===== src/rtl/efrr_pkg.sv =====
// ----------------------------------------------------------------------------
// efrr_pkg: shared definitions for the event flag round-robin selector
// Command codes, register indexes, widths and the lowest-set-bit encoder.
// ----------------------------------------------------------------------------
package efrr_pkg;

	localparam int unsigned MAX_FLAGS = 16;
	localparam int unsigned IDX_W     = $clog2(MAX_FLAGS);
	localparam int unsigned CNT_W     = $clog2(MAX_FLAGS + 1);
	localparam int unsigned CFG_W     = 16;
	localparam int unsigned CFG_IDX_W = 2;

	typedef logic [MAX_FLAGS-1:0] flag_vec_t;
	typedef logic [IDX_W-1:0]     flag_idx_t;
	typedef logic [CNT_W-1:0]     flag_cnt_t;

	typedef enum logic [2:0] {
		CMD_SET      = 3'd0,
		CMD_CLEAR    = 3'd1,
		CMD_PEEK_ANY = 3'd2,
		CMD_TAKE_ANY = 3'd3,
		CMD_TAKE_ALL = 3'd4,
		CMD_READ     = 3'd5
	} cmd_t;

	typedef enum logic [CFG_IDX_W-1:0] {
		REG_ACTIVE_FLAGS    = 2'd0,
		REG_ZERO_FIRST      = 2'd1,
		REG_AUTO_CLEAR_MASK = 2'd2
	} reg_idx_t;

	// Index of the lowest set bit; zero when no bit is set.
	function automatic flag_idx_t lowest_set(input flag_vec_t vec);
		flag_idx_t res;
		res = '0;
		for (int i = MAX_FLAGS - 1; i >= 0; i--) begin
			if (vec[i]) begin
				res = flag_idx_t'(i);
			end
		end
		return res;
	endfunction

endpackage


===== src/rtl/event_flag_round_robin_select.sv =====
// ----------------------------------------------------------------------------
// event_flag_round_robin_select: event flag bank with round-robin selection
// Sets, clears and reads single flags; peek and take select set flags round
// robin from a stored pointer; take-all checks all active flags and clears the auto-clear ones.
// ----------------------------------------------------------------------------
//
//  Channel  | Handshake              | Payload
//  ---------+------------------------+--------------------------------------
//  in       | in_valid / in_stall    | command, flag_index
//  out      | out_valid / out_stall  | found, granted_index, flag_value,
//           |                        | all_set
//  cfg      | cfg_we (no wait)       | cfg_index, cfg_data
//
// One transaction is accepted per cycle while in_stall is low. A command
// lands in the input register when accepted, and its result is loaded into
// the result register as that register advances. The rotate, priority
// encode and flag update for one command all sit between these two
// registers, which keeps a new command per cycle unless out_stall holds.
// Reset clears the flags and the rotate pointer and loads the register
// defaults (16 active flags, zero-first off, no auto-clear).
// When out_stall holds a pending result, the input register keeps its
// command and in_stall rises once that register is occupied.
//
module event_flag_round_robin_select (
	input  logic                              clk,
	input  logic                              arst_n,
	// Command channel
	input  logic                              in_valid,
	output logic                              in_stall,
	input  logic [2:0]                        command,
	input  logic [efrr_pkg::IDX_W-1:0]        flag_index,
	// Result channel
	output logic                              out_valid,
	input  logic                              out_stall,
	output logic                              found,
	output logic [efrr_pkg::IDX_W-1:0]        granted_index,
	output logic                              flag_value,
	output logic                              all_set,
	// Configuration write port
	input  logic                              cfg_we,
	input  logic [efrr_pkg::CFG_IDX_W-1:0]    cfg_index,
	input  logic [efrr_pkg::CFG_W-1:0]        cfg_data
);

	// Configuration registers.
	logic [4:0]            active_flags_q;
	logic                  zero_first_q;
	efrr_pkg::flag_vec_t   auto_clear_q;

	// Architectural state.
	efrr_pkg::flag_vec_t   flags_q;
	efrr_pkg::flag_idx_t   ptr_q;

	// Input register (stage 1).
	logic                  valid_s1;
	logic [2:0]            cmd_s1;
	efrr_pkg::flag_idx_t   idx_s1;

	// Result register (stage 2).
	logic                  valid_s2;
	logic                  found_s2;
	efrr_pkg::flag_idx_t   grant_s2;
	logic                  value_s2;
	logic                  all_set_s2;

	logic                  in_accept;
	logic                  adv_s1;
	logic                  fire_s1;

	// Selection datapath.
	efrr_pkg::flag_cnt_t   n_act;
	efrr_pkg::flag_cnt_t   rot_len;
	efrr_pkg::flag_idx_t   start;
	efrr_pkg::flag_vec_t   shifted;
	efrr_pkg::flag_vec_t   in_len;
	efrr_pkg::flag_vec_t   cand;
	efrr_pkg::flag_vec_t   cand_hi;
	efrr_pkg::flag_idx_t   pos;
	efrr_pkg::flag_cnt_t   pos_inc;
	efrr_pkg::flag_vec_t   act_mask;
	logic                  sel_found;
	efrr_pkg::flag_idx_t   sel_idx;
	logic                  sel_moves_ptr;
	efrr_pkg::flag_idx_t   sel_next_ptr;

	// Next-state and result values.
	efrr_pkg::flag_vec_t   flags_d;
	efrr_pkg::flag_idx_t   ptr_d;
	logic                  found_d;
	efrr_pkg::flag_idx_t   grant_d;
	logic                  value_d;
	logic                  all_set_d;

	// The result register moves on when it is empty or being taken; the
	// input register follows it.
	assign adv_s1    = !valid_s2 || !out_stall;
	assign in_stall  = valid_s1 && !adv_s1;
	assign in_accept = in_valid && !in_stall;
	assign fire_s1   = valid_s1 && adv_s1;

	// Active count is clamped into 1..MAX_FLAGS. In zero-first mode flag 0
	// leaves the rotation, which then covers flags 1 to N-1.
	always_comb begin
		if (active_flags_q == 5'd0) begin
			n_act = efrr_pkg::flag_cnt_t'(1);
		end else if (active_flags_q > 5'(efrr_pkg::MAX_FLAGS)) begin
			n_act = efrr_pkg::flag_cnt_t'(efrr_pkg::MAX_FLAGS);
		end else begin
			n_act = efrr_pkg::flag_cnt_t'(active_flags_q);
		end
		rot_len  = n_act - efrr_pkg::flag_cnt_t'(zero_first_q);
		act_mask = ~({efrr_pkg::MAX_FLAGS{1'b1}} << n_act);
	end

	always_comb begin
		// A pointer left outside the current rotation restarts at offset 0.
		if (efrr_pkg::flag_cnt_t'(ptr_q) < rot_len) begin
			start = ptr_q;
		end else begin
			start = '0;
		end
		shifted = zero_first_q ? (flags_q >> 1) : flags_q;
		in_len  = ~({efrr_pkg::MAX_FLAGS{1'b1}} << rot_len);
		cand    = shifted & in_len;
		cand_hi = cand & ({efrr_pkg::MAX_FLAGS{1'b1}} << start);
		// First candidate at or after the start offset, else wrap around.
		if (|cand_hi) begin
			pos = efrr_pkg::lowest_set(cand_hi);
		end else begin
			pos = efrr_pkg::lowest_set(cand);
		end
		pos_inc = efrr_pkg::flag_cnt_t'(pos) + efrr_pkg::flag_cnt_t'(1);
		if (pos_inc >= rot_len) begin
			sel_next_ptr = '0;
		end else begin
			sel_next_ptr = pos_inc[efrr_pkg::IDX_W-1:0];
		end

		if (zero_first_q && flags_q[0]) begin
			// Fixed-priority flag 0 wins and the rotation stays where it is.
			sel_found     = 1'b1;
			sel_idx       = '0;
			sel_moves_ptr = 1'b0;
		end else begin
			sel_found     = |cand;
			sel_idx       = pos + efrr_pkg::flag_idx_t'(zero_first_q);
			sel_moves_ptr = |cand;
		end
	end

	// Command decode and state update.
	always_comb begin
		flags_d   = flags_q;
		ptr_d     = ptr_q;
		found_d   = 1'b0;
		grant_d   = '0;
		value_d   = 1'b0;
		all_set_d = 1'b0;
		unique case (cmd_s1)
			efrr_pkg::CMD_SET: begin
				flags_d[idx_s1] = 1'b1;
			end
			efrr_pkg::CMD_CLEAR: begin
				flags_d[idx_s1] = 1'b0;
			end
			efrr_pkg::CMD_PEEK_ANY, efrr_pkg::CMD_TAKE_ANY: begin
				if (sel_found) begin
					found_d = 1'b1;
					grant_d = sel_idx;
					if (sel_moves_ptr) begin
						ptr_d = sel_next_ptr;
					end
					if (cmd_s1 == efrr_pkg::CMD_TAKE_ANY && auto_clear_q[sel_idx]) begin
						flags_d[sel_idx] = 1'b0;
					end
				end
			end
			efrr_pkg::CMD_TAKE_ALL: begin
				all_set_d = ((flags_q & act_mask) == act_mask);
				flags_d   = flags_q & ~(act_mask & auto_clear_q);
			end
			efrr_pkg::CMD_READ: begin
				value_d = flags_q[idx_s1];
			end
			default: begin
				// Unused codes leave the state alone and return zeros.
			end
		endcase
	end

	// Configuration registers.
	always_ff @(posedge clk or negedge arst_n) begin
		if (!arst_n) begin
			active_flags_q <= 5'(efrr_pkg::MAX_FLAGS);
			zero_first_q   <= 1'b0;
			auto_clear_q   <= '0;
		end else if (cfg_we) begin
			unique case (cfg_index)
				efrr_pkg::REG_ACTIVE_FLAGS:    active_flags_q <= cfg_data[4:0];
				efrr_pkg::REG_ZERO_FIRST:      zero_first_q   <= cfg_data[0];
				efrr_pkg::REG_AUTO_CLEAR_MASK: auto_clear_q   <= cfg_data;
				default: begin
				end
			endcase
		end
	end

	// Flag bank and rotate pointer.
	always_ff @(posedge clk or negedge arst_n) begin
		if (!arst_n) begin
			flags_q <= '0;
			ptr_q   <= '0;
		end else if (fire_s1) begin
			flags_q <= flags_d;
			ptr_q   <= ptr_d;
		end
	end

	// Input register.
	always_ff @(posedge clk or negedge arst_n) begin
		if (!arst_n) begin
			valid_s1 <= 1'b0;
		end else if (in_accept) begin
			valid_s1 <= 1'b1;
		end else if (adv_s1) begin
			valid_s1 <= 1'b0;
		end
	end

	always_ff @(posedge clk) begin
		if (in_accept) begin
			cmd_s1 <= command;
			idx_s1 <= flag_index;
		end
	end

	// Result register.
	always_ff @(posedge clk or negedge arst_n) begin
		if (!arst_n) begin
			valid_s2 <= 1'b0;
		end else if (adv_s1) begin
			valid_s2 <= valid_s1;
		end
	end

	always_ff @(posedge clk) begin
		if (fire_s1) begin
			found_s2   <= found_d;
			grant_s2   <= grant_d;
			value_s2   <= value_d;
			all_set_s2 <= all_set_d;
		end
	end

	assign out_valid     = valid_s2;
	assign found         = found_s2;
	assign granted_index = grant_s2;
	assign flag_value    = value_s2;
	assign all_set       = all_set_s2;

`ifndef SYNTH
	// A result carries at most one kind of report.
	a_one_report: assert property (@(posedge clk) disable iff (!arst_n)
		out_valid |-> $countones({found, flag_value, all_set}) <= 1)
		else $error("result reports more than one kind of outcome");

	// Without a grant the granted index reads as zero.
	a_grant_zero: assert property (@(posedge clk) disable iff (!arst_n)
		(out_valid && !found) |-> (granted_index == '0))
		else $error("granted index nonzero without a grant");

	// A take of an auto-clear flag leaves that flag cleared.
	a_take_clears: assert property (@(posedge clk) disable iff (!arst_n)
		(fire_s1 && cmd_s1 == efrr_pkg::CMD_TAKE_ANY && sel_found
			&& auto_clear_q[sel_idx])
		|=> !flags_q[$past(sel_idx)])
		else $error("taken auto-clear flag still set");

	// Fixed-priority grant of flag 0 leaves the rotate pointer in place.
	a_zero_first_ptr: assert property (@(posedge clk) disable iff (!arst_n)
		(fire_s1 && zero_first_q && flags_q[0]
			&& (cmd_s1 == efrr_pkg::CMD_PEEK_ANY || cmd_s1 == efrr_pkg::CMD_TAKE_ANY))
		|=> $stable(ptr_q))
		else $error("rotate pointer moved on a fixed-priority grant");

	// A stalled result keeps the input register occupied command in place.
	a_hold_s1: assert property (@(posedge clk) disable iff (!arst_n)
		(valid_s1 && !adv_s1) |=> (valid_s1 && $stable(cmd_s1) && $stable(idx_s1)))
		else $error("input register lost a command under stall");
`endif

endmodule

===== config.mk =====
export PLATFORM = sky130hd
export DESIGN_NAME = event_flag_round_robin_select
export DESIGN_NICKNAME = d
export VERILOG_FILES = /design/src/rtl/efrr_pkg.sv /design/src/rtl/event_flag_round_robin_select.sv
export SDC_FILE = /design/constraint.sdc
export NUM_CORES = 1
export LEC_CHECK = 0
export ABC_AREA = 1
export BUFFER_PORTS_ARGS = -buffer_cell sky130_fd_sc_hd__buf_4
export CAP_MARGIN = 20
export CORE_AREA = 2 2 143 145
export CTS_CLUSTER_SIZE = 10
export DETAILED_ROUTE_END_ITERATION = 10
export DIE_AREA = 0 0 145 147
export PLACE_DENSITY = 0.36
export SLEW_MARGIN = 20
export SYNTH_ARGS = -nofsm -noshare
export SYNTH_HDL_FRONTEND = slang
export SYNTH_SLANG_ARGS = --single-unit

===== constraint.sdc =====
create_clock -name clk -period 6.1 [get_ports clk]
set_input_delay 1.22 -clock clk [delete_from_list [all_inputs] [get_ports clk]]
set_output_delay 1.22 -clock clk [all_outputs]
set_load 0.01 [all_outputs]

### Word-level counts from Yosys, hierarchy flattened

Cells that the tools add are included.

* add/subtract/negate cells: 3
* magnitude comparators: 7
* equality and inequality tests: 10
* shift-type cells: 3
* mux-type cells: 55
* bitwise logic cells: 13
* reductions and logical operators: 26

Operators by type and width (number)
* $mux 4: 36
* $and 16x16->16: 7
* $not 16->16: 5
* $pmux 16 s4: 1
* $mux 16: 3
* $reduce_or 16->1: 2
* $shl 16x5->16 const A: 2
* $eq 16x16->1: 1
* $or 16x16->16: 1
* $shl 16x4->16 const A: 1
* $lt 4x5->1 const B: 2
* $mux 5: 2
* $mux 1: 9
* $bmux 1 s4: 2
* $demux 1 s4: 2
* $ge 4x1->1 const B: 2
* $reduce_and 2->1: 4
* $reduce_and 4->1: 2
* $logic_and 1x1->1: 7
* $eq 3x2->1 const B: 2
* $eq 3x3->1 const B: 2
* $add 4x1->5 const B: 1
* $ge 5x5->1: 1
* $gt 5x5->1 const B: 1
* 15 further kinds: 19

* register bits after elaboration: 58
* bits of input ports: 30
* output and inout port bits: 9
* word-level logic and storage cells: 130

### Depth between registers and ports, before layout

* depth in word-level cells: 36
* depth in mapped cells: 52
* depth with buffers taken out: 50

### Least setup slack after synthesis

Ideal clock, no wire load.

* kind: register to register
* start point: register active_flags_q[4]
* end point: register flags_q[3]
* setup time: 0.065 ns
* arrival: 5.095 ns
* required time: 6.035 ns
* slack: 0.940 ns
* stages on the path, launching flop included: 52
* buffers on the path: 3
* period minus slack after synthesis: 5.160 ns
* cell sequence: dfstp_2 > buf_4 > inv_2 > buf_2 > o21ai_0 > ha_1 > inv_1 > nand2_1 > nand2_1 > ha_1 > o21ai_0 > nand3_1 > nand3_1 > nand3_1 > nand2_4 > nand2_2 > nor2_1 > nand2_1 > (+16 left out) > nand2_1 > ha_1 > ha_1 > inv_1 > nor2_1 > inv_1 > nor2_1 > inv_1 > o22ai_1 > a221oi_1 > o21ai_1 > nand2_1 > nand3_2 > nand3b_4 > inv_4 > buf_6 > nand2_1 > nand2_1

* longest elaborated chain between the ends: 36
* elaborated cells between the ends (all ways): 71
* classes of those cells: add/sub (2); order compare (4); eq/ne (2); shift (3); mux (45); bitwise (9); reduce/logical (6)

Ends and longest elaborated chain
* start: declaration: line event_flag_round_robin_select.sv:46 `logic [4:0] active_flags_q;`
* start signal: assignment: line event_flag_round_robin_select.sv:194 `active_flags_q <= 5'(efrr_pkg::MAX_FLAGS);`
* start signal: assignment: line event_flag_round_robin_select.sv:199 `efrr_pkg::REG_ACTIVE_FLAGS: active_flags_q <= cfg_data[4:0];`
* $gt 5x5->1: line event_flag_round_robin_select.sv:106 `end else if (active_flags_q > 5'(efrr_pkg::MAX_FLAGS)) begin`
* $mux 5: line event_flag_round_robin_select.sv:106
* $mux 5 *: line event_flag_round_robin_select.sv:104 `if (active_flags_q == 5'd0) begin`
* $sub 5x1->5: line event_flag_round_robin_select.sv:111 `rot_len = n_act - efrr_pkg::flag_cnt_t'(zero_first_q);`
* $lt 4x5->1 or $shl 16x5->16 (tied branches): line event_flag_round_robin_select.sv:117, event_flag_round_robin_select.sv:123
* $mux 4 or $not 16->16 (tied branches): line event_flag_round_robin_select.sv:117, event_flag_round_robin_select.sv:123
* $shl 16x4->16 or $and 16x16->16 (tied branches): line event_flag_round_robin_select.sv:125, event_flag_round_robin_select.sv:124
* $and 16x16->16: line event_flag_round_robin_select.sv:125 `cand_hi = cand & ({efrr_pkg::MAX_FLAGS{1'b1}} << start);`
* (+20 left out)
* $logic_and 1x1->1 (implied by the code): line event_flag_round_robin_select.sv:174 `flags_d[sel_idx] = 1'b0;`
* $mux 1 (implied by the code): line event_flag_round_robin_select.sv:174
* $demux 1 s4: line event_flag_round_robin_select.sv:174
* $not 16->16 (no line)
* $and 16x16->16 (no line)
* $mux 16: line event_flag_round_robin_select.sv:173 `if (cmd_s1 == efrr_pkg::CMD_TAKE_ANY && auto_clear_q[sel_idx]) begin`
* $mux 16: line event_flag_round_robin_select.sv:167 `if (sel_found) begin`
* $pmux 16 s4: line event_flag_round_robin_select.sv:159 `unique case (cmd_s1)`
* end signal: assignment: line event_flag_round_robin_select.sv:214 `flags_q <= flags_d;`
* end: declaration: line event_flag_round_robin_select.sv:51 `efrr_pkg::flag_vec_t flags_q;`

Mark *: on every way between the ends. The rest lies on a longest branch, timed or not. The select of a mux whose other input is x is not followed.
A chain may end at the register's enable or synchronous reset.

### Worst setup path in the final report

* start point: register active_flags_q[3]
* end point: register flags_q[7]

Same word-level chain as after synthesis.

==> key figures <==
Critical path
  – Critical path arrival: between 5 and 6 ns
  – Worst EP required: 6.33 ns
  – CP peak stage delay: 0.40 ns
  – CP Launch Type: flop
  – CP dominant cell by count: nand2_1
  – Worst Setup End Kind: flop
  – Critical path type: reg -> reg
  – Crit-path max FO: 8
  – Stages on the worst setup path: 36
  – Buf/Inv on CP: 5
  – R2R cell count: 36
  – CP max-delay cell: dfrtp_2
  – CP delay by family, top: simple AND/OR/NAND/NOR gates

Power and ir drop
  – Leak Pwr: about 0.0028 uW
  – Cell Pwr Density: 649 mW/mm^2
  – Worst VDD drop: between 200 and 250 uV

Clock tree
  – H-tree depth: 3
  – Clk buf depth: 2
  – Clk pin slew, worst setup/hold paths: approximately 0.060 ns
  – Worst skew pair latency: between 0.3 and 0.4 ns
  – Gates resized, CTS repair: 0
  – Clock root buffer: clkbuf_16
  – CTS tree: built
  – Clock sinks: 58
  – CTS Hold Buffers Added: 0
  – CTS buffer count: 9
  – Setup Buffers After CTS: 0

Global route
  – Total track usage: roughly 18%
  – Vias in the first global route: roughly 5000
  – Antenna violations before repair: 0
  – Remaining global-route overflow: 0
  – Largest net degree at the start of global routing: 45
  – First-pass GRT wire length: about 30000 um

Timing
  – Slew @ Worst Pin: 1.03 ns
  – Fmax: between 0.15 and 0.2 GHz
  – Final setup TNS: 0 ns
  – Worst Clk Skew: ~0.0068 ns
  – RSZ-0062 raised after global routing: no
  – Final worst path period share: roughly nine tenths
  – Fin. max-slew vios: 0
  – Hold_ws: between 0.4 and 0.5 ns
  – Final setup fails: 0
  – Final Hold Fails: 0
  – Slew headroom: 29.4%
  – Final period demand of the worst path: about 5.4 ns

Die
  – Die ar.: between 0.02 and 0.025 sq mm
  – Initial Util: 24.5%
  – Die X: around 150 um
  – Die Ht: about 150 um
  – Core area: between 0.015 and 0.02 sq mm
  – Ports: 39
  – Row count: 52

Synth
  – Synth Area in XOR/XNOR: less than 1%
  – Synthesized net count: just under 800
  – Post-synthesis simple-gate area fraction: about 37%
  – FF+latch count, synth: 58
  – Cell count after synthesis: between 700 and 800
  – Syn_area_per_cell: roughly 6.4 sq um
  – Async S/R FF share, synth: about three quarters
  – Mapped Area: slightly below 0.005 sq mm
  – Most numerous cell in the Yosys netlist: nand2_1
  – Post-synth EDFFs: 14
  – Syn. warnings: 0
  – Adder-Cell Fraction of Synth Area: about 2.3%
  – Area contributors post-synth: dfrtp_1 (22%), nand2_1 (18%), edfxtp_1 (8.6%)
  – Register area share after synthesis: about 31%
  – Synth Area in Compound Gates: 16.6%
  – Synth area leader: dfrtp_1
  – Number of distinct library cells after synthesis: 51
  – Commonest cells post-synth: nand2_1 (234), inv_1 (102), nor2_1 (75), o21ai_0 (62), nand3_1 (58)
  – Yosys top cell area share: 22.1%
  – Largest family of logic cells by synthesized area: simple AND/OR/NAND/NOR gates
  – Post-synthesis mux area share: 1.62%
  – Top_reg_cell synth: dfrtp_1

Job
  – Maxcap violations: 0

Placed design
  – Port Buffers: 38
  – Gpl congestion: 0.942
  – DP HPWL: 14700 um
  – Dpl cells: between 1000 and 1500

Cells and area
  – Final #Nets: between 800 and 900
  – Filler Cells Inserted: between 2000 and 2500
  – Non-Filler Instances: around 1100
  – Layout area overhead: 20.9%
  – Ant diodes: 0
  – Layout cells sized above 1: between 10% and 20%

Drt
  – Antenna Nets Post-Route: 0
  – Routed WL: around 19000 um
  – Routed wl met3: between 700 and 800 um
  – Uppermost layer routed: met4
  – Number of detailed-route iterations in the first pass: 5
  – Number of DRC markers in iteration 0: between 300 and 400
  – Routed met1 length: 8870 um
  – DR WL/cell: between 15 and 20 um
  – DRC violations left: 0
  – Met2 wire len: 8820 um
  – Via density: 4.85
  – Vias: 5195

Min path
  – Hold Crit Class: reg -> reg
  – Hold Path Cell Cnt: 2

Outcome
  – Status: completed
## layout by cell type (no fill, tap or decap), types with 7 or more instances in the layout
cell type    n
inv_1      101
buf_4       45
edfxtp_1    14
ha_1         8
nand3_1     57
nand2_1    234
nor2_1      70
clkbuf_16   10
a22oi_1      8
mux2_2       7
a21oi_1     22
dfrtp_1     42
inv_2        9
nand4_1     18
nand2_2     11
o21ai_0     61
## final timing paths
| kind | startpoint | endpoint | slack [ns] |
|---|---|---|---|
| worst max-delay path | active_flags_q[3] | flags_q[7] | 0.69 |
| worst min-delay path | valid_s1 | out_valid | 0.47 |
| worst max register to register | active_flags_q[3] | flags_q[7] | 0.69 |
| worst min register to register | valid_s1 | out_valid | 0.47 |
| max in group asynchronous | arst_n | active_flags_q[3] | 4.77 |
| min in group asynchronous | arst_n | ptr_q[3] | 0.89 |
## logic make-up (layout without fill, tap and decap cells)
family | count (synthesis) | in the layout
AOI/OAI and AO/OA | 134 | 134
xor gates and xnor gates | 1 | 1
adders and majority gates | 9 | 9
buffers and inverters | 130 | 175
DFF | 58 | 58
muxes | 7 | 7
and+or+nand+nor | 416 | 418
## power by group
group	internal [uW]	switching (uW)
combinational	801	1750
clock	386	205
sequential	500	169
total	1690	2130
## area by class of cell
cell class / instances / area, sq um / area share, %
multi-input combinational: 569 / 2890 / 49.1
sequential: 58 / 1520 / 25.9
inverter: 114 / 448 / 7.62
timing repair buffer: 45 / 338 / 5.74
tap: 270 / 338 / 5.74
clock buffer: 10 / 250 / 4.26
clock inverter: 6 / 95.1 / 1.62
## routing by layer
metal	track usage, %	up-vias
met5	0	-
met2	29.8	129
met1	23.7	2482
met4	5.05	0
met3	3.42	19
li1	-	2565
## state kept, by name (all words and copies together) (netlist names)
name / count
zero_first_q: 1
valid_s1: 1
granted_index: 4
found: 1
idx_s1: 4
flag_value: 1
ptr_q: 4
all_set: 1
cmd_s1: 3
flags_q: 16
active_flags_q: 5
out_valid: 1
auto_clear_q: 16
## metrics by stage
step	area [sq um]	power (uW)	setup slack [ns]	utilization (%)
after CTS	5800	3690	0.193	29.2
final	5880	3820	0.693	29.6
after global placement	5460	3090	0.397	27.5
after detailed placement	5460	3080	0.213	27.5
after floorplan	4860	2330	0.940	-
after global routing	5880	4170	0.000616	29.6
## tightest hold or removal path, delay by kind of cell, from the launching register on
kind	cells	cell delay, ns
buffers and inverters	1	0.06
flip-flops	1	0.32
AND/OR/NAND/NOR	1	0.06
(Power assumes the default switching activity.)
